==> src/rtl/core/length_prefixed_frame_deframer_unit_assert.svh <==
// ----------------------------------------------------------------------------
// length prefixed frame deframer assertion macros
// concurrent check wrappers, compiled out when NO_ASSERTIONS is defined
// ----------------------------------------------------------------------------
`ifndef LENGTH_PREFIXED_FRAME_DEFRAMER_UNIT_ASSERT_SVH
`define LENGTH_PREFIXED_FRAME_DEFRAMER_UNIT_ASSERT_SVH

`ifndef NO_ASSERTIONS

// same-cycle implication, sampled on clk, idle during reset
`define LPFD_ASSERT_IMP(label, ante, cons, msg) \
    label: assert property (@(posedge clk) disable iff (!rst_n) (ante) |-> (cons)) \
        else $error(msg);

// next-cycle implication, sampled on clk, idle during reset
`define LPFD_ASSERT_NXT(label, ante, cons, msg) \
    label: assert property (@(posedge clk) disable iff (!rst_n) (ante) |=> (cons)) \
        else $error(msg);

`else

`define LPFD_ASSERT_IMP(label, ante, cons, msg)
`define LPFD_ASSERT_NXT(label, ante, cons, msg)

`endif

`endif

==> src/rtl/core/lpfd_pkg.sv <==
// ----------------------------------------------------------------------------
// lpfd_pkg
// shared types and constants of the length prefixed frame deframer
// ----------------------------------------------------------------------------
package lpfd_pkg;

    localparam int unsigned BYTE_W   = 8;
    localparam int unsigned LEN_W    = 32;
    localparam int unsigned COUNT_W  = 3;
    localparam int unsigned DONE_W   = COUNT_W + 1;

    // result kinds
    localparam logic KIND_BODY      = 1'b0;
    localparam logic KIND_HEARTBEAT = 1'b1;

    typedef struct packed {
        logic               kind;
        logic [BYTE_W-1:0]  body_byte;
        logic [LEN_W-1:0]   frame_length;
        logic               is_last;
    } lpfd_result_t;

    typedef struct packed {
        logic has_result;
        logic in_body;
    } lpfd_status_t;

endpackage

==> src/rtl/core/length_prefixed_frame_deframer_unit.sv <==
// ----------------------------------------------------------------------------
// length_prefixed_frame_deframer_unit
// splits a byte stream with big-endian length headers into body byte beats
// ----------------------------------------------------------------------------
// usage
//   input channel: one stream byte per beat on rx_byte, in_valid / in_stall
//   output channel: kind, body_byte, frame_length, is_last per beat,
//   out_valid / out_stall
//   a header of HEADER_BYTES bytes, most significant first, gives the length
//   a zero length yields one heartbeat beat (kind high, is_last high)
//   a nonzero length passes the next bytes out, each with the length,
//   the final one flagged by is_last; header bytes give no output beat
// timing
//   one byte per cycle sustained while out_stall is low; a body byte or
//   heartbeat passes through the input register and then the result register
// reset
//   rst_n clears the header count, length and byte countdown at once;
//   the block is ready for a header in the first cycle after reset
// stalling
//   a held result waits in the result register; header bytes keep being
//   absorbed, and in_stall rises only when a result-bearing byte is blocked
// ----------------------------------------------------------------------------
`include "length_prefixed_frame_deframer_unit_assert.svh"

module length_prefixed_frame_deframer_unit
#(
    parameter int unsigned HEADER_BYTES = 4
)
(
    input  logic                        clk,
    input  logic                        rst_n,
    input  logic                        in_valid,
    output logic                        in_stall,
    input  logic [lpfd_pkg::BYTE_W-1:0] rx_byte,
    output logic                        out_valid,
    input  logic                        out_stall,
    output logic                        kind,
    output logic [lpfd_pkg::BYTE_W-1:0] body_byte,
    output logic [lpfd_pkg::LEN_W-1:0]  frame_length,
    output logic                        is_last
);
    import lpfd_pkg::*;

    // input register
    logic              held_valid;
    logic [BYTE_W-1:0] held_byte;

    // parser
    lpfd_result_t      result;
    lpfd_status_t      status;

    // result register
    logic              out_free;
    lpfd_result_t      out_res;

    // a held byte is consumed when its result has room, or it has no result
    logic              take;
    logic              out_load;

    assign take     = held_valid && (out_free || !status.has_result);
    assign out_load = take && status.has_result;

    lpfd_in_stage u_in_stage
    (
        .clk        (clk),
        .rst_n      (rst_n),
        .in_valid   (in_valid),
        .in_stall   (in_stall),
        .rx_byte    (rx_byte),
        .take       (take),
        .held_valid (held_valid),
        .held_byte  (held_byte)
    );

    lpfd_parse
    #(
        .HEADER_BYTES (HEADER_BYTES)
    )
    u_parse
    (
        .clk      (clk),
        .rst_n    (rst_n),
        .cur_byte (held_byte),
        .take     (take),
        .result   (result),
        .status   (status)
    );

    lpfd_out_stage u_out_stage
    (
        .clk       (clk),
        .rst_n     (rst_n),
        .load      (out_load),
        .result    (result),
        .free      (out_free),
        .out_valid (out_valid),
        .out_stall (out_stall),
        .held      (out_res)
    );

    assign kind         = out_res.kind;
    assign body_byte    = out_res.body_byte;
    assign frame_length = out_res.frame_length;
    assign is_last      = out_res.is_last;

    // checks

    // a byte is never consumed over a result that could not be stored
    `LPFD_ASSERT_IMP(a_no_lost_result, take && !out_free, !status.has_result, "result dropped")

    // heartbeats only come out of header collection
    `LPFD_ASSERT_IMP(a_heartbeat_in_header, status.in_body && held_valid,
        result.kind == KIND_BODY, "heartbeat during body")

    // the final body byte returns the parser to header collection
    `LPFD_ASSERT_NXT(a_last_ends_body,
        out_load && status.in_body && result.is_last,
        !status.in_body, "body not closed after last byte")

    // upstream only sees stall while a byte is actually held
    `LPFD_ASSERT_IMP(a_stall_needs_byte, in_stall, held_valid && status.has_result,
        "spurious input stall")

endmodule

==> src/rtl/core/lpfd_in_stage.sv <==
// ----------------------------------------------------------------------------
// lpfd_in_stage
// input register for received bytes, stalls upstream while a held beat is not taken
// ----------------------------------------------------------------------------
module lpfd_in_stage
(
    input  logic                        clk,
    input  logic                        rst_n,
    input  logic                        in_valid,
    output logic                        in_stall,
    input  logic [lpfd_pkg::BYTE_W-1:0] rx_byte,
    input  logic                        take,
    output logic                        held_valid,
    output logic [lpfd_pkg::BYTE_W-1:0] held_byte
);
    import lpfd_pkg::*;

    logic              vld_reg;
    logic              vld_next;
    logic [BYTE_W-1:0] byte_reg;
    logic              load;

    assign in_stall = vld_reg && !take;
    assign load     = in_valid && !in_stall;

    always_comb
    begin
        vld_next = vld_reg;
        if (load)
        begin
            vld_next = 1'b1;
        end
        else if (take)
        begin
            vld_next = 1'b0;
        end
    end

    always_ff @(posedge clk or negedge rst_n)
    begin
        if (!rst_n)
        begin
            vld_reg <= 1'b0;
        end
        else
        begin
            vld_reg <= vld_next;
        end
    end

    always_ff @(posedge clk)
    begin
        if (load)
        begin
            byte_reg <= rx_byte;
        end
    end

    assign held_valid = vld_reg;
    assign held_byte  = byte_reg;

endmodule

==> src/rtl/core/lpfd_parse.sv <==
// ----------------------------------------------------------------------------
// lpfd_parse
// header gathering and body countdown state, one byte per cycle while take is high
// ----------------------------------------------------------------------------
module lpfd_parse
#(
    parameter int unsigned HEADER_BYTES = 4
)
(
    input  logic                        clk,
    input  logic                        rst_n,
    input  logic [lpfd_pkg::BYTE_W-1:0] cur_byte,
    input  logic                        take,
    output lpfd_pkg::lpfd_result_t      result,
    output lpfd_pkg::lpfd_status_t      status
);
    import lpfd_pkg::*;

    logic [COUNT_W-1:0] count_reg;
    logic [COUNT_W-1:0] count_next;
    logic [LEN_W-1:0]   accum_reg;
    logic [LEN_W-1:0]   accum_next;
    logic [LEN_W-1:0]   left_reg;
    logic [LEN_W-1:0]   left_next;

    logic               in_body;
    logic [LEN_W-1:0]   accum_hdr;
    logic [COUNT_W-1:0] count_inc;
    logic [DONE_W-1:0]  done_cnt;
    logic               hdr_done;
    logic               has_result;

    assign in_body   = (left_reg != '0);
    assign accum_hdr = (count_reg == '0) ? {{(LEN_W-BYTE_W){1'b0}}, cur_byte}
                                         : {accum_reg[LEN_W-BYTE_W-1:0], cur_byte};
    assign count_inc = count_reg + COUNT_W'(1);
    // a wrapped count means eight bytes gathered
    assign done_cnt  = (count_inc == '0) ? DONE_W'(8) : {1'b0, count_inc};
    assign hdr_done  = (done_cnt >= DONE_W'(HEADER_BYTES));

    always_comb
    begin
        count_next = count_reg;
        accum_next = accum_reg;
        left_next  = left_reg;
        has_result = 1'b0;
        result     = '0;
        if (in_body)
        begin
            has_result          = 1'b1;
            result.kind         = KIND_BODY;
            result.body_byte    = cur_byte;
            result.frame_length = accum_reg;
            result.is_last      = (left_reg == LEN_W'(1));
            left_next           = left_reg - LEN_W'(1);
        end
        else
        begin
            accum_next = accum_hdr;
            count_next = count_inc;
            if (hdr_done)
            begin
                count_next = '0;
                if (accum_hdr == '0)
                begin
                    has_result     = 1'b1;
                    result.kind    = KIND_HEARTBEAT;
                    result.is_last = 1'b1;
                end
                else
                begin
                    left_next = accum_hdr;
                end
            end
        end
    end

    always_ff @(posedge clk or negedge rst_n)
    begin
        if (!rst_n)
        begin
            count_reg <= '0;
            accum_reg <= '0;
            left_reg  <= '0;
        end
        else if (take)
        begin
            count_reg <= count_next;
            accum_reg <= accum_next;
            left_reg  <= left_next;
        end
    end

    assign status.has_result = has_result;
    assign status.in_body    = in_body;

endmodule

==> src/rtl/core/lpfd_out_stage.sv <==
// ----------------------------------------------------------------------------
// lpfd_out_stage
// result register towards the receiver, refills in the cycle it drains
// ----------------------------------------------------------------------------
module lpfd_out_stage
(
    input  logic                   clk,
    input  logic                   rst_n,
    input  logic                   load,
    input  lpfd_pkg::lpfd_result_t result,
    output logic                   free,
    output logic                   out_valid,
    input  logic                   out_stall,
    output lpfd_pkg::lpfd_result_t held
);
    import lpfd_pkg::*;

    logic         vld_reg;
    logic         vld_next;
    lpfd_result_t res_reg;

    assign free = !vld_reg || !out_stall;

    always_comb
    begin
        vld_next = vld_reg;
        if (load)
        begin
            vld_next = 1'b1;
        end
        else if (vld_reg && !out_stall)
        begin
            vld_next = 1'b0;
        end
    end

    always_ff @(posedge clk or negedge rst_n)
    begin
        if (!rst_n)
        begin
            vld_reg <= 1'b0;
        end
        else
        begin
            vld_reg <= vld_next;
        end
    end

    always_ff @(posedge clk)
    begin
        if (load)
        begin
            res_reg <= result;
        end
    end

    assign out_valid = vld_reg;
    assign held      = res_reg;

endmodule
==> config.mk <==
export PLATFORM = sky130hd
export DESIGN_NAME = length_prefixed_frame_deframer_unit
export DESIGN_NICKNAME = d
export VERILOG_FILES = /design/src/rtl/core/lpfd_pkg.sv /design/src/rtl/core/length_prefixed_frame_deframer_unit.sv /design/src/rtl/core/lpfd_in_stage.sv /design/src/rtl/core/lpfd_parse.sv /design/src/rtl/core/lpfd_out_stage.sv
export VERILOG_INCLUDE_DIRS = /design/src /design/src/rtl/core
export SDC_FILE = /design/constraint.sdc
export NUM_CORES = 1
export LEC_CHECK = 0
export ABC_AREA = 0
export BUFFER_PORTS_ARGS = -buffer_cell sky130_fd_sc_hd__buf_2
export CELL_PAD_IN_SITES_DETAIL_PLACEMENT = 0
export CELL_PAD_IN_SITES_GLOBAL_PLACEMENT = 1
export CORE_MARGIN = 3
export CORE_UTILIZATION = 45
export DETAILED_ROUTE_END_ITERATION = 8
export PLACE_DENSITY = 0.83
export SYNTH_ARGS = -nofsm -noshare
export SYNTH_HDL_FRONTEND = slang
export SYNTH_SLANG_ARGS = --single-unit
export TNS_END_PERCENT = 30
==> constraint.sdc <==
create_clock -name clk -period 11.5 [get_ports clk]
set_input_delay 1.725 -clock clk [delete_from_list [all_inputs] [get_ports clk]]
set_output_delay 1.725 -clock clk [all_outputs]
set_load 0.01 [all_outputs]
==> results of run 1 <==
where the power goes:
group | switching [mW] | leakage, nW | total, mW | internal (mW)
sequential | 0.106 | 1.29 | 0.678 | 0.572
clock | 0.194 | 0.283 | 0.520 | 0.326
combinational | 0.300 | 1.20 | 0.470 | 0.171
total | 0.600 | 2.77 | 1.67 | 1.07
cell usage in the layout (no fill, tap or decap), types with 4 or more instances in the layout:
cell | netlist | final
a21o_1 | 6 | 6
a21oi_1 | 34 | 33
a32o_1 | 7 | 7
and2_1 | 42 | 42
buf_2 | 5 | 55
buf_4 | 0 | 5
clkbuf_16 | 0 | 17
clkinv_4 | 0 | 4
dfrtp_1 | 69 | 69
edfxtp_1 | 50 | 50
ha_1 | 5 | 5
inv_1 | 11 | 11
mux2_2 | 9 | 9
nand2_1 | 96 | 96
nand3_1 | 11 | 11
nand4_1 | 5 | 5
nor2_1 | 23 | 23
nor3_1 | 13 | 13
nor4_1 | 12 | 12
o21ai_0 | 32 | 32
worst max-delay path, delay by kind of cell, from the launching register on:
kind / cells / cell delay (ps)
buffers and inverters: 2 / 230
flip-flops: 1 / 400
adder cells (fa/ha/maj): 1 / 190
AND/OR/NAND/NOR: 3 / 780
AO/OA/AOI/OAI: 2 / 880
through the flow:
step | instance area (µm²) | std cells
3_5_place_dp | 5810 | 685
6_report | 6400 | 717
5_1_grt | 6400 | 717
3_3_place_gp | 5810 | 685
4_1_cts | 6400 | 717
2_1_floorplan | 5420 | 508
synth_stat cells (all sizes together), types with 5 or more instances:
library cell  number  area share, %
nand3             11            1.0
nor2              23            1.6
mux2              12            2.5
clkbuf            17            1.2
edfxtp            50             28
nand2             96            6.7
o21ai             36            3.4
a32o               7            1.3
a21o               6           0.83
dfrtp             69             32
a21oi             34            3.1
nor4              14            1.8
inv               11           0.76
ha                 5            1.2
nor3              16            1.8
nand4              5           0.58
and2              42            4.8
buf                9            1.2
layout make-up:
| cell class | instances | area, µm² |
|---|---|---|
| clock buffers | 18 | 439 |
| clock inverters | 14 | 150 |
| fillers | 998 | 5220 |
| inverters | 11 | 41.3 |
| multi-input cells | 352 | 2050 |
| flip-flops and latches | 119 | 3230 |
| well taps | 143 | 179 |
| repair buffers | 60 | 313 |
path summary, 6_finish.rpt:
kind / start / endpoint / slack (ps) / depth (start not counted)
max: u_parse.count_reg[0]$_DFFE_PN0P_ / in_stall / 6880 / 8
min: u_parse.accum_reg[25]$_DFFE_PN0P_ / u_parse.accum_reg[25]$_DFFE_PN0P_ / 470 / 2
max reg2reg: u_parse.left_reg[13]$_DFFE_PN0P_ / u_parse.left_reg[28]$_DFFE_PN0P_ / 8090 / 7
min reg2reg: u_parse.accum_reg[25]$_DFFE_PN0P_ / u_parse.accum_reg[25]$_DFFE_PN0P_ / 470 / 2
min in group asynchronous: rst_n / u_parse.left_reg[22]$_DFFE_PN0P_ / 1530 / 2
max in group asynchronous: rst_n / u_in_stage.held_valid$_DFFE_PN0P_ / 9400 / 2
logic make-up (layout without fill, tap and decap cells):
| group | after synthesis | in the layout | share of synthesized area (%) |
|---|---|---|---|
| muxes | 13 | 13 | 2.68 |
| adders and majority gates | 5 | 5 | 1.15 |
| DFF | 119 | 119 | 59.6 |
| AOI/OAI and AO/OA | 106 | 106 | 12.3 |
| and+or+nand+nor | 228 | 228 | 21.2 |
| buffers and inverters | 37 | 103 | 3.09 |
layer usage:
metal / global-route usage (%) / routed length [µm]
met2: 30.4 / 5740
met4: 5.34 / 106
met5: 0 / 0
met3: 5.12 / 642
met1: 26.1 / 5560
==> flow_summary.yaml, run 1 <==
grt:
  grt_start_max_net_pins: 70
  grt_use_total_pct: 19.1
  gr-total-overflow: 0
  grt_pass1_wl_mm: 19.4
  antenna_found_initial: 0
  first_global_vias: 3694
power_and_ir_drop:
  ir_drop_v: 0.000120
  p_leak_nw: 2.77
  p_per_area_nw_per_um2: 261
  total_power_mw: 1.67
place:
  gp_congestion: 0.857
  port_buffers: 55
  post-place-ws_ps: 7320
  dpl.hpwl_mm: 8.23
finish:
  nets: 578
  drive_above_1_share_pct: 19.9
  area_growth_syn_to_layout_pct: 18.1
  post-route-util_pct: 55.1
  largest_register_ff_count: 42
  diodes: 0
cts:
  cts_tree: "done"
  clk_pin_slew_worst_paths_ps: 60
  cts_root_buf: "clkbuf_16"
  cts.sinks: 119
  cts_hold_buf: 0
  post_cts_buffers: 0
  cts_buffers: 17
  htreeDepth: 4
  clock_latency_ps: 410
  clk_path_buf_depth: 2
  cts-resized-gates: 0
outcome:
  status: "complete, no violations"
sta:
  worst_slew_pin_slew_ps: 989
  slew_headroom_pct: 33.8
  hold_violations: 0
  fin_tns_setup_ps: 0
  setup_viol: 0
  fmaxAchievable_mhz: 217
  finalMaxSlewViolations: 0
  timing.final.ws_setup_ps: 6880
  finalCritPeriodShare_pct: 40.1
  rsz0062_at_grt: "false"
  clock_skew_ps: 7.68
  period_minus_slack_ps: 4620
  whs_ps: 471
logic_synthesis:
  syn_area_um2: 5420
  yosys_warnings: 0
  synthCells: 508
  syn-num-nets: 525
  ys_seq_area_share_pct: 59.6
  avgSynthCellArea_um2: 10.7
  ys.flop_type: "dfrtp_1"
  ys_types: 52
  synth_edf_count: 50
  synth-seq-cells: 119
  synth-async-reset-ratio_pct: 58.0
worst_setup_path:
  required_ps: 9780
  arrival_ps: 2890
  crit_slowest_cell: "nand2_1"
  path_cells: "inv_1 > ha_1 > nand2_1 > o21a_1 > nor3_1 > o21ai_0 > nor2_1 > buf_2"
  endpoint_kind: "output pin"
  path_max_fanout: 27
  crit_path_max_incr_delay_ps: 610
  crit_type: "reg2out"
  crit_path_start_kind: "register"
detailed_routing:
  wl_per_cell_um: 16.8
  viasPerCell: 5.54
  vias: 3970
  ant_nets: 0
  routed_wl_mm: 12.1
  drtPass1Iterations: 5
  first_iter_violations: 374
  route.detailed.drc: 0
die:
  dieWidth_um: 116
  rows: 39
  die_h_um: 116
  die_area_um2: 13400
  start_util_pct: 46.6
  ios: 56
  core_um2: 11600
run:
  cap_violations: 0
min_path:
  hold_path.class: "reg2reg"
No activity file was read; power rests on OpenSTA's default activity.
==> inputs of run 2 (changes only) <==
Settings changed: ABC_AREA 0 to 1, CORE_UTILIZATION 45 to 41.
Clock period 11.5 ns to 4.1 ns, I/O delays scaled along.
==> run 2 against run 1 <==
Hold slack got worse by 260 ps. Non-clock buffer count rose by 2. Sequential cell count did not move. Clock power rose to 2.8 times the previous value. Via count rose by 38%. Register-to-register slack got worse by 6800 ps. Cell count rose by 53%.
==> flow_summary.yaml, run 2 <==
outcome:
  status: "complete, no violations"
place:
  port_buffers: 55
  gp_congestion: 0.914
  dpl.hpwl_mm: 11.7
  post-place-ws_ps: 1290
cts:
  cts-resized-gates: 0
  clock_latency_ps: 410
  clk_path_buf_depth: 2
  cts_hold_buf: 0
  cts_buffers: 17
  cts_tree: "done"
  cts_root_buf: "clkbuf_16"
  cts.sinks: 119
  post_cts_buffers: 0
  clk_pin_slew_worst_paths_ps: 50
  htreeDepth: 4
logic_synthesis:
  synthCells: 831
  avgSynthCellArea_um2: 7.92
  yosys_warnings: 0
  synth_area_leader_cell: "dfrtp_1"
  synth-async-reset-ratio_pct: 58.0
  ys.flop_type: "dfrtp_1"
  syn_area_um2: 6590
  synth.top_cell.area_share_pct: 26.2
  synthTopCellsByCount: "261 x nand2_1, 127 x nor2_1, 96 x inv_1, 75 x nand4_1, 69 x dfrtp_1"
  ys_seq_area_share_pct: 49.0
  synth-seq-cells: 119
  syn-num-nets: 848
  yosys.cell_count.top_type: "nand2_1"
  ys_types: 34
  synthTopCellsByArea: "dfrtp_1 26%, edfxtp_1 23%, nand2_1 15%, nor2_1 7.2%, nand4_1 7.1%"
  synth_edf_count: 50
finish:
  diodes: 0
  fillers: 1539
  largest_register_ff_count: 42
  nets: 891
  final_common_cell: "nand2_1"
  drive_above_1_share_pct: 13.4
  final_cell_mix: "261 x nand2_1, 127 x nor2_1, 95 x inv_1"
  area_growth_syn_to_layout_pct: 14.3
die:
  die_h_um: 133
  die_area_um2: 17600
  start_util_pct: 42.5
  ios: 56
  core_um2: 15500
  rows: 45
  dieWidth_um: 133
detailed_routing:
  drtPass1Iterations: 5
  viasPerCell: 4.98
  wl_per_cell_um: 15.6
  ant_nets: 0
  routed_wl_mm: 17.1
  vias: 5473
  first_iter_violations: 494
  route.detailed.drc: 0
sta:
  slew_headroom_pct: 44.5
  period_minus_slack_ps: 3240
  worst_slew_pin_slew_ps: 831
  finalCritPeriodShare_pct: 78.9
  fmaxAchievable_mhz: 309
  setup_viol: 0
  hold_violations: 0
  clock_skew_ps: 8.43
  timing.final.ws_setup_ps: 864
  rsz0062_at_grt: "false"
  finalMaxSlewViolations: 0
  fin_tns_setup_ps: 0
worst_setup_path:
  rr_endpoint: "u_out_stage.held[29]$_SDFFCE_PP0P_"
  arrival_ps: 2620
  crit_type: "reg2out"
  required_ps: 3480
  r2r_start: "u_parse.left_reg[0]$_DFFE_PN0P_"
  critPathLaunch: "u_parse.count_reg[1]$_DFFE_PN0P_"
  path_max_fanout: 71
  r2r_cells: 10
  crit_path_start_kind: "register"
  regToRegSetupSlack_ps: 1270
  endpoint_kind: "output pin"
grt:
  grt_start_max_net_pins: 72
  grt_use_total_pct: 20.3
  gr-total-overflow: 0
  first_global_vias: 5348
  grt_pass1_wl_mm: 28.4
  antenna_found_initial: 0
run:
  cap_violations: 0
power_and_ir_drop:
  p_per_area_nw_per_um2: 718
  total_power_mw: 5.40
  ir_drop_v: 0.000464
  p_leak_nw: 3.76
min_path:
  hold_path.class: "in2async"
-- run 2: cell count changes in the layout (fill, tap and decap cells not counted), sizes merged, moves of 14 or more --
cell	previous run	this run
nand4	5	75
inv	13	99
and2	42	1
nor4	14	0
nand2	96	268
a21oi	34	0
nand3	11	31
nor2	23	140
-- run 2: through the flow --
stage	hold WS (ps)	util [%]	std cells	area [µm²]
final	208	48.6	1098	7520
after global routing	232	48.6	1098	7520
after CTS	236	48.6	1098	7520
after detailed placement	459	44.8	1066	6940
after global placement	455	44.8	1066	6940
after floorplan	319	-	831	6590
-- run 2: cell type report --
class | instances | area (µm²) | area share, %
Timing Repair Buffer | 62 | 340 | 4.52
Multi-Input combinational cell | 573 | 2730 | 36.3
Tap cell | 211 | 264 | 3.51
Clock buffer | 21 | 450 | 5.99
Clock inverter | 11 | 131 | 1.75
Inverter | 101 | 379 | 5.04
Sequential cell | 119 | 3230 | 42.9
-- run 2: how the worst max path moves through the flow --
stage | to | slack, ps | cells past startpoint
after detailed placement | in_stall | 1290 | 13
after floorplan | u_out_stage.held[0]$_DFFE_PP_ | 1410 | 13
after CTS | in_stall | 840 | 13
after global placement | in_stall | 1360 | 13
final | in_stall | 860 | 13
after global routing | in_stall | 600 | 13
-- run 2: layer usage --
layer / vias up / global-route usage, % / share of wire [%]
met3: 24 / 3.73 / 5.5
met5: - / 0 / 0
li1: 2753 / - / -
met1: 2522 / 28.6 / 46
met2: 174 / 31.5 / 46
met4: 0 / 7.27 / 2.5
-- run 2: cells by family (layout without fill, tap and decap cells) --
logic type	count (synthesis)	after routing	share of synthesized area, %
compound gates	30	30	2.49
simple gates	524	524	36.1
flops	119	119	49.0
fa+ha+maj	5	5	0.950
xor+xnor	14	14	1.86
buf+inv	139	195	9.54
-- run 2: power by group --
group | switching (mW) | leakage, nW | internal (mW)
Combinational | 1.41 | 2.08 | 0.652
Sequential | 0.275 | 1.41 | 1.59
Clock | 0.515 | 0.281 | 0.960
-- run 2: worst max-delay path, cell delays in order (launching register included) --
cell and delay, ps:
dfrtp_1 400, inv_1 70, ha_1 190, nand2_4 130, o21ai_0 100, nand2_1 70, inv_1 70, nand2_1 70
nor2_1 160, nand3_2 140, nand2_4 110, nand2_8 290, nor2_1 230, buf_2 160
==> inputs of run 3 (changes only) <==
Settings changed: ABC_AREA 1 to 0, CORE_UTILIZATION 41 to 42, PLACE_DENSITY 0.83 to 0.82.
Clock period 4.1 ns to 2.6 ns, I/O delays scaled along.
==> run 3 against run 2 <==
Sequential share of layout area grew 4.5 points. Worst setup slack lost 840 ps. First-iteration DRC count shrank 40%. Sequential cell count is the same. Clock skew is essentially flat. Via count shrank 23%. Cell count shrank 29%.
==> flow_summary.yaml, run 3 (same netlist as run 1, synthesis figures left out) <==
outcome:
  status: "complete, no violations"
detailed_routing:
  drtPass1Iterations: 4
  vias: 4228
  routed_wl_mm: 12.8
  viasPerCell: 5.40
  wl_per_cell_um: 16.4
  route.detailed.drc: 0
  ant_nets: 0
  first_iter_violations: 298
power_and_ir_drop:
  p_clk_share_pct: 28.2
  p_per_area_nw_per_um2: 1130
  switching_share_pct: 36.3
  switching_power_mw: 2.80
  p_comb_share_pct: 32.6
  p_seq_share_pct: 39.2
  cellInternalPower_mw: 4.91
  ir_drop_v: 0.000471
  p_leak_nw: 2.98
finish:
  nets: 619
  area_growth_syn_to_layout_pct: 25.8
  drive_above_1_share_pct: 27.3
  final_common_cell: "nand2_1"
  final_cells: 783
  final_cell_mix: "96 x nand2_1, 67 x dfrtp_1, 55 x buf_2"
  largest_register_ff_count: 42
  diodes: 0
  post-route-util_pct: 55.4
die:
  rows: 40
  core_um2: 12300
  dieWidth_um: 120
  die_h_um: 120
  start_util_pct: 44.0
  die_area_um2: 14300
  ios: 56
grt:
  grt_start_max_net_pins: 70
  antenna_found_initial: 0
  grt_pass1_wl_mm: 20.9
  grt_use_total_pct: 18.6
  first_global_vias: 4108
  gr-total-overflow: 0
sta:
  worst_slew_pin_slew_ps: 897
  rsz0062_at_grt: "true"
  hold_violations: 0
  whs_ps: 149
  setup_viol: 0
  finalCritPeriodShare_pct: 99.1
  finalMaxSlewViolations: 0
  period_minus_slack_ps: 2580
  fmaxAchievable_mhz: 388
  slew_headroom_pct: 40.2
  clock_skew_ps: 8.33
  fin_tns_setup_ps: 0
cts:
  clk_pin_slew_worst_paths_ps: 60
  cts.sinks: 119
  cts_tree: "done"
  clock_latency_ps: 410
  cts_buffers: 17
  clk_path_buf_depth: 2
  cts_root_buf: "clkbuf_16"
  htreeDepth: 4
place:
  dp_cells: 747
  port_buffers: 55
  dpl.hpwl_mm: 8.97
  gp_congestion: 0.905
worst_setup_path:
  path_cells: "or4_4 > nor3_4 > nand3_2 > o21ai_4 > nor2_1 > buf_2"
  path_max_fanout: 5
  crit_slowest_cell: "or4_4"
  crit_path_max_incr_delay_ps: 570
  r2r_cells: 7
  crit_type: "reg2out"
  arrival_ps: 2190
  crit_path_start_kind: "register"
  required_ps: 2210
  endpoint_kind: "output pin"
run:
  cap_violations: 0
min_path:
  hold_path.class: "in2reg"
  hold_path_depth: 1
-- run 3: final timing paths --
check                                                    endpoint                         startpoint  slack [ps]
worst max-delay path                                     in_stall   u_parse.left_reg[11]$_DFFE_PN0P_          20
worst min-delay path            u_in_stage.held_byte[1]$_DFFE_PP_                         rx_byte[1]         150
worst max register to register    u_parse.left_reg[8]$_DFFE_PN0P_   u_parse.left_reg[13]$_DFFE_PN0P_          70
worst min register to register  u_parse.accum_reg[29]$_DFFE_PN0P_  u_parse.accum_reg[29]$_DFFE_PN0P_         480
max in group asynchronous       u_parse.accum_reg[21]$_DFFE_PN0P_                              rst_n        1780
min in group asynchronous        u_parse.left_reg[31]$_DFFE_PN0P_                              rst_n         200
-- run 3: per-stage QoR --
stage	total power [mW]	instance area [µm²]	setup WS, ps
6_report	7.72	6820	22.1
5_1_grt	8.18	6820	-77.7
4_1_cts	7.59	6720	1.59
3_5_place_dp	5.33	6120	-5.43
3_3_place_gp	5.24	6120	64.2
2_1_floorplan	4.38	5430	9.90
-- run 3: final cells by class --
| class | instances | area, µm² |
|---|---|---|
| flip-flops and latches | 119 | 3230 |
| inverters | 11 | 41.3 |
| clock buffers | 17 | 425 |
| well taps | 168 | 210 |
| repair buffers | 101 | 637 |
| multi-input cells | 352 | 2150 |
| clock inverters | 15 | 128 |
| fillers | 1053 | 5490 |
-- run 3: timing repair --
item	CTS	global route
hold buffers	0	0
resized for setup	8	14
setup endpoints to repair	11	8
pin swaps	1	4
buffers inserted	1	3
-- run 3: worst max-delay path, delay by kind of cell, from the launching register on --
| kind | cells | cell delay, ps |
|---|---|---|
| simple gates | 4 | 1000 |
| flops | 1 | 430 |
| compound gates | 1 | 190 |
| buf+inv | 1 | 150 |
-- run 3: power by group through the flow --
stage          combinational (mW)  sequential [mW]  clock (mW)
2_1_floorplan                1.44             2.94           0
3_3_place_gp                 2.27             2.97           0
3_5_place_dp                 2.34             3.00           0
4_1_cts                      2.43             2.97        2.19
5_1_grt                      2.80             3.09        2.28
6_report                     2.52             3.03        2.17
-- run 3: routing by layer --
| metal | track usage, % | part of all wire, % | vias to the layer above |
|---|---|---|---|
| li1 | - | - | 2011 |
| met3 | 3.86 | 6.5 | 20 |
| met5 | 0 | 0 | - |
| met2 | 30.3 | 48 | 133 |
| met4 | 7.02 | 1.4 | 0 |
| met1 | 24.6 | 44 | 2064 |
